`src/hdl/mct_pkg.sv`:
```
// shared types, constants and codes of the mesh convexity test
// no dependencies; used by every module of the block
`default_nettype none

package mct_pkg;

    localparam int MAX_VERTICES_DEF  = 256;
    localparam int MAX_TRIANGLES_DEF = 512;

    localparam int COORD_W = 16;   // q8.8 coordinate
    localparam int IDX_W   = 8;    // corner index
    localparam int TOL_W   = 8;
    localparam int TSQ_W   = 2 * TOL_W;
    localparam int DIFF_W  = COORD_W + 1;   // edge vector component
    localparam int NRM_W   = 34;            // raw normal component, signed
    localparam int DOT_W   = 52;            // plane distance numerator, signed
    localparam int N2_W    = 68;            // squared normal length
    localparam int LIM_W   = N2_W + TSQ_W;  // tolerance limit
    localparam int MA_W    = 68;            // multiplicand
    localparam int MB_W    = 51;            // multiplier, walked one bit a cycle
    localparam int MP_W    = MA_W + MB_W;

    localparam logic [TOL_W-1:0] TOL_RESET = 8'd3;

    typedef enum logic [1:0] {
        KIND_VERTEX   = 2'd0,
        KIND_TRIANGLE = 2'd1,
        KIND_EVAL     = 2'd2
    } t_kind;

    typedef enum logic [1:0] {
        FLT_NONE  = 2'd0,
        FLT_OVF   = 2'd1,
        FLT_INDEX = 2'd2
    } t_fault;

    typedef struct packed {
        logic [1:0]                kind;
        logic signed [COORD_W-1:0] coord_x;
        logic signed [COORD_W-1:0] coord_y;
        logic signed [COORD_W-1:0] coord_z;
        logic [IDX_W-1:0]          corner_a;
        logic [IDX_W-1:0]          corner_b;
        logic [IDX_W-1:0]          corner_c;
    } t_req;

    typedef struct packed {
        logic       is_convex;
        logic [1:0] fault;
    } t_resp;

    typedef struct packed {
        logic signed [COORD_W-1:0] x;
        logic signed [COORD_W-1:0] y;
        logic signed [COORD_W-1:0] z;
    } t_vtx;

    typedef struct packed {
        logic [IDX_W-1:0] a;
        logic [IDX_W-1:0] b;
        logic [IDX_W-1:0] c;
    } t_tri;

    // multiplier operations in the order the sequencer issues them
    typedef enum logic [3:0] {
        MOP_X0P  = 4'd0,
        MOP_X0M  = 4'd1,
        MOP_X1P  = 4'd2,
        MOP_X1M  = 4'd3,
        MOP_X2P  = 4'd4,
        MOP_X2M  = 4'd5,
        MOP_NSQ0 = 4'd6,
        MOP_NSQ1 = 4'd7,
        MOP_NSQ2 = 4'd8,
        MOP_LIM  = 4'd9,
        MOP_DOT0 = 4'd10,
        MOP_DOT1 = 4'd11,
        MOP_DOT2 = 4'd12,
        MOP_DSQ  = 4'd13
    } t_mop;

    typedef enum logic [1:0] {
        VSEL_A = 2'd0,
        VSEL_B = 2'd1,
        VSEL_C = 2'd2,
        VSEL_M = 2'd3
    } t_vsel;

    typedef enum logic [4:0] {
        S_IDLE,
        S_EVAL,
        S_CHK_RD,
        S_CHK_TST,
        S_TRI_RD,
        S_TRI_TST,
        S_VA_RD,
        S_VA_CAP,
        S_VB_CAP,
        S_VC_CAP,
        S_NRM_GO,
        S_NRM_WAIT,
        S_M_TST,
        S_M_CAP,
        S_DOT_GO,
        S_DOT_WAIT,
        S_DECIDE,
        S_DSQ_GO,
        S_DSQ_WAIT,
        S_JUDGE,
        S_FIN
    } t_state;

    typedef struct packed {
        logic       load_v;
        logic       load_t;
        logic       t_clr;
        logic       t_inc;
        logic       m_clr;
        logic       m_inc;
        t_vsel      vsel;
        logic       cap_tri;
        logic       cap_a;
        logic       cap_b;
        logic       cap_c;
        logic       cap_m;
        logic       mul_start;
        t_mop       mop;
        logic       ref_load;
        logic       ref_clr;
        logic       res_load;
        logic       res_convex;
        logic [1:0] res_fault;
        logic       clear_mesh;
    } t_cmd;

    typedef struct packed {
        logic ovf;
        logic t_end;
        logic t_none;
        logic tri_bad;
        logic m_end;
        logic m_skip;
        logic mul_done;
        logic sum_zero;
        logic sum_pos;
        logic ref_set;
        logic ref_pos;
        logic far;
        logic res_free;
    } t_sts;

endpackage

`default_nettype wire

```
`src/hdl/mct_mult.sv`:
```
// shift-and-add multiplier, one multiplier bit per cycle, stops when the bits run out
// depends on mct_pkg for operand widths
`default_nettype none

module mct_mult (
    input  wire logic                     i_clk,
    input  wire logic                     i_rst_n,
    input  wire logic                     i_start,
    input  wire logic [mct_pkg::MA_W-1:0] i_a,
    input  wire logic [mct_pkg::MB_W-1:0] i_b,
    output logic                          o_done,
    output logic [mct_pkg::MP_W-1:0]      o_prod
);

    logic                     r_busy;
    logic                     r_done;
    logic [mct_pkg::MP_W-1:0] r_a;
    logic [mct_pkg::MB_W-1:0] r_b;
    logic [mct_pkg::MP_W-1:0] r_p;

    always_ff @(posedge i_clk) begin
        if (!i_rst_n) begin
            r_busy <= 1'b0;
            r_done <= 1'b0;
        end else begin
            r_done <= 1'b0;
            if (i_start) begin
                r_busy <= 1'b1;
            end else if (r_busy && (r_b == '0)) begin
                r_busy <= 1'b0;
                r_done <= 1'b1;
            end
        end
    end

    always_ff @(posedge i_clk) begin
        if (i_start) begin
            r_a <= mct_pkg::MP_W'(i_a);
            r_b <= i_b;
            r_p <= '0;
        end else if (r_busy && (r_b != '0)) begin
            r_p <= r_p + (r_b[0] ? r_a : '0);
            r_a <= r_a << 1;
            r_b <= r_b >> 1;
        end
    end

    assign o_done = r_done;
    assign o_prod = r_p;

endmodule

`default_nettype wire

```
`config.mk`:
```
export PLATFORM = sky130hd
export DESIGN_NAME = mct_mult
export DESIGN_NICKNAME = d
export VERILOG_FILES = /design/src/hdl/mct_pkg.sv /design/src/hdl/mct_mult.sv
export SDC_FILE = /design/constraint.sdc
export NUM_CORES = 1
export LEC_CHECK = 0
export ABC_AREA = 0
export ABC_CLOCK_PERIOD_IN_PS = 7150
export BUFFER_PORTS_ARGS = -buffer_cell sky130_fd_sc_hd__buf_2
export CORE_MARGIN = 1
export CORE_UTILIZATION = 30
export CTS_BUF_LIST = sky130_fd_sc_hd__clkbuf_8
export CTS_CLUSTER_DIAMETER = 200
export CTS_CLUSTER_SIZE = 30
export DETAILED_ROUTE_END_ITERATION = 10
export GPL_ROUTABILITY_DRIVEN = 0
export PLACE_DENSITY_LB_ADDON = 0.12
export SLEW_MARGIN = 20
export SYNTH_ARGS = -nofsm -noshare
export SYNTH_HDL_FRONTEND = slang
export SYNTH_SLANG_ARGS = --single-unit
```
`constraint.sdc`:
```
create_clock -name i_clk -period 7.15 [get_ports i_clk]
set_input_delay 0.3575 -clock i_clk [delete_from_list [all_inputs] [get_ports i_clk]]
set_output_delay 0.3575 -clock i_clk [all_outputs]
set_load 0.02 [all_outputs]
```
==> impl_metrics.tcl <==
set metrics [dict create \
    drive_above_1_share_pct 16.67 \
    io_pins 242 \
    fin_area_um2 22720 \
    wire_per_inst_um 19.92 \
    final_util_pct 35.12 \
    cts_buffer_depth 3 \
    grt_start_max_net_pins 69 \
    setup_viol 0 \
    async_flop_share_pct 0 \
    initial_core_util_pct 30.53 \
    rr_worst_depth 16 \
    critPathSlowestCell "or4_1" \
    muxShareOfSynthArea_pct 6.879 \
    grtUsageTotal_pct 20.00 \
    hold_class "input pin to register" \
    dr_total_vias 18300 \
    mostFrequentLayoutCell "nand2_1" \
    routed_wl_um 68930 \
    synth_fa_ha_area_share_pct 7.576 \
    grt_pass1_wl_um 106700 \
    synth_compound_area_share_pct 20.15 \
    viasPerCell 5.290 \
    rows 93 \
    finalMaxSlewViolations 0 \
    tightest_slew_ns 0.9428 \
    ys_types 88 \
    synth-edff-count 119 \
    postCtsSetupRepairBufs 0 \
    clk_latency_ns 0.66 \
    grt_pass1_vias 17910 \
    power_density_nw_per_um2 154.6 \
    cts-root-buf "clkbuf_8" \
    first_pass_iters 5 \
    min_period_ns 4.451 \
    synth_ff_type "dfxtp_1" \
    worstPathMaxFanout 66 \
    antenna_left 0 \
    syn_area_um2 19750 \
    antenna_found_initial 3 \
    cap_viol_max_count 0 \
    ir_worst_vdd_mv 0.1366 \
    cp_common_cell "a21oi_2" \
    postSynthAreaPerCell_um2 8.306 \
    cp.arrival_ns 5.08 \
    dp_hpwl_um 52740 \
    hold_path_startpoint "i_b[46]" \
    hold_viol_final 0 \
    drt_iter0_drc 1358 \
    dp_slack_ns 2.739 \
    area_growth_pct 15.02 \
    cts_tree "done" \
    final_cell_mix "428 x nand2_1, 332 x a21oi_1, 240 x buf_2" \
    core_area_um2 64700 \
    synth_simple_gate_area_share_pct 22.21 \
    io_buffer_count 241 \
    fill_cells 6902 \
    r2r_slack_ns 2.70 \
    cts_buffers 13 \
    status "finished, final reports clean" \
    required_ns 7.78 \
    syn_nets 2619 \
    crit_chain "buf_4, and2_1, ha_1, inv_1, fa_1, and2b_1, o2111ai_1, a211o_1, a21oi_2, nor3_1, a211oi_2, o21ai_1, a21oi_2, a31oi_1, or4_1, nand3_1" \
    yosysWarnings 0 \
    cts_sinks 291 \
    start_kind "register" \
    synthXorXnorAreaFrac_pct 4.168 \
    critPathLaunch "r_b[0]" \
    finClkSkew_ns 0.09192 \
    worstHoldPathCells 2 \
    rsz0062_at_grt "no" \
    slowest_delay_ns 0.46 \
    synth_top_family_by_area "simple AND/OR/NAND/NOR gates" \
    seq_area_frac_synth_pct 35.52 \
    die_w_um 258.6 \
    die-area_um2 66870 \
    fin_ws_ns 2.699 \
    crit_family "compound AO/OA/AOI/OAI gates" \
    fin_crit_sh_pct 62.25 \
    r2r_end "o_prod[108]" \
    tns_ns 0 \
    worst_r2r_startpoint "r_b[0]" \
    cp-end-kind "register" \
    fin_nets 2839 \
    cp_num_buf_inv 2 \
    ys_ff_latch 291 \
    fmax_ghz 0.2247 \
    path_clk_slew_ns 0.22 \
    drc_errors 0 \
    grt-ovfl-total 0 \
    hold_end "r_b[46]" \
    fp.dieH_um 258.6 \
    max_slew_margin_pct 36.57 \
    netlist_instances 2378 \
    post_dp_cell_area_um2 21600 \
    h-tree-depth 1 \
    critPathKind "register to register" \
    power_leakage_uw 0.008893 \
]
-- routing by layer --
layer	part of all wire (%)	wire length (um)	up-vias	track usage [%]
met4	2.2	1485	2	4.783
met3	4.2	2872	67	2.103
li1	-	-	8953	-
met2	46	31670	429	32.91
met1	48	32890	8851	27.94
met5	0.015	10	-	0
-- timing repair --
item / in CTS / in global routing
resized for setup: 0 / 0
hold buffers: 63 / 27
endpoints found under the hold margin: 64 / 27
-- cell families (layout without fill, tap and decap cells) --
family / count (synthesis) / count (layout)
flops: 291 / 291
compound gates: 659 / 659
mux: 121 / 121
other cells: 0 / 1
xor+xnor: 94 / 94
simple gates: 921 / 921
fa+ha+maj: 119 / 119
buf+inv: 173 / 399
-- cell usage after synthesis (4+ instances only) --
| cell type | count | area share, % |
|---|---|---|
| nor4_1 | 28 | 0.89 |
| ha_1 | 118 | 7.5 |
| a21oi_1 | 332 | 8.4 |
| and2_1 | 125 | 4.0 |
| a21o_1 | 47 | 1.8 |
| buf_1 | 4 | 0.076 |
| or4_1 | 9 | 0.34 |
| o21bai_1 | 35 | 1.3 |
| buf_2 | 17 | 0.43 |
| edfxtp_1 | 119 | 18 |
| o21ai_0 | 114 | 2.9 |
| o21ai_1 | 16 | 0.41 |
| nand3b_1 | 4 | 0.15 |
| a21oi_2 | 4 | 0.18 |
| nor2b_1 | 6 | 0.19 |
| and4_1 | 7 | 0.31 |
| o21a_1 | 13 | 0.49 |
| mux2_2 | 118 | 6.7 |
| nand4_1 | 65 | 2.1 |
| nor2_1 | 114 | 2.2 |
| xor2_1 | 36 | 1.6 |
| a31oi_1 | 21 | 0.67 |
| or3_1 | 10 | 0.32 |
| o31ai_1 | 4 | 0.15 |
| nand2_1 | 428 | 8.1 |
| xnor2_1 | 58 | 2.6 |
| nand3_1 | 42 | 1.1 |
| o211ai_1 | 5 | 0.19 |
| and3_1 | 8 | 0.25 |
| clkbuf_1 | 113 | 2.1 |
| a211oi_1 | 9 | 0.34 |
| dfxtp_1 | 172 | 17 |
| a221oi_1 | 5 | 0.22 |
| nand2b_1 | 12 | 0.38 |
| a21boi_0 | 9 | 0.34 |
| or2_2 | 7 | 0.22 |
| inv_1 | 32 | 0.61 |
| nor3_1 | 39 | 0.99 |
-- sequential cells by signal, indices dropped and copies added, names as in the netlist --
name	cells
o_done	1
o_prod	119
r_a	119
r_b	51
r_busy	1
-- through the flow --
step / instances / hold slack, ns / total power, uW
2_1_floorplan: 2378 / 0.4405 / 2505
3_3_place_gp: 3348 / 0.4536 / 2762
3_5_place_dp: 3348 / 0.4555 / 2766
4_1_cts: 3432 / 0.0002962 / 3553
5_1_grt: 3460 / 0.002107 / 3713
6_report: 3460 / 0.05541 / 3514
-- worst max-delay path by stage --
| stage | end | slack [ns] | cells after the start |
|---|---|---|---|
| floorplan | r_a[0] | 3.18 | 7 |
| global placement | o_prod[104] | 2.82 | 16 |
| detailed placement | o_prod[108] | 2.74 | 16 |
| CTS | o_prod[108] | 2.68 | 16 |
| global route | o_prod[108] | 2.36 | 16 |
| finish | o_prod[108] | 2.70 | 16 |
-- power breakdown --
part	internal (uW)	switching [uW]	leakage, uW	total, uW
Combinational	325	501	0.00617	826
Clock	178	569	0.000132	747
Sequential	1860	85.0	0.00259	1940
-- cell type report --
cell class | count | area [um^2] | share of cell area (%)
Timing Repair Buffer | 345 | 2222 | 9.780
Sequential cell | 291 | 7017 | 30.88
Clock inverter | 8 | 41.29 | 0.1817
Multi-Input combinational cell | 1914 | 12060 | 53.09
Antenna cell | 1 | 2.502 | 0.01101
Inverter | 33 | 127.6 | 0.5617
Tap cell | 855 | 1070 | 4.708
Clock buffer | 13 | 178.9 | 0.7875
Power figures use the tool's default switching activity.
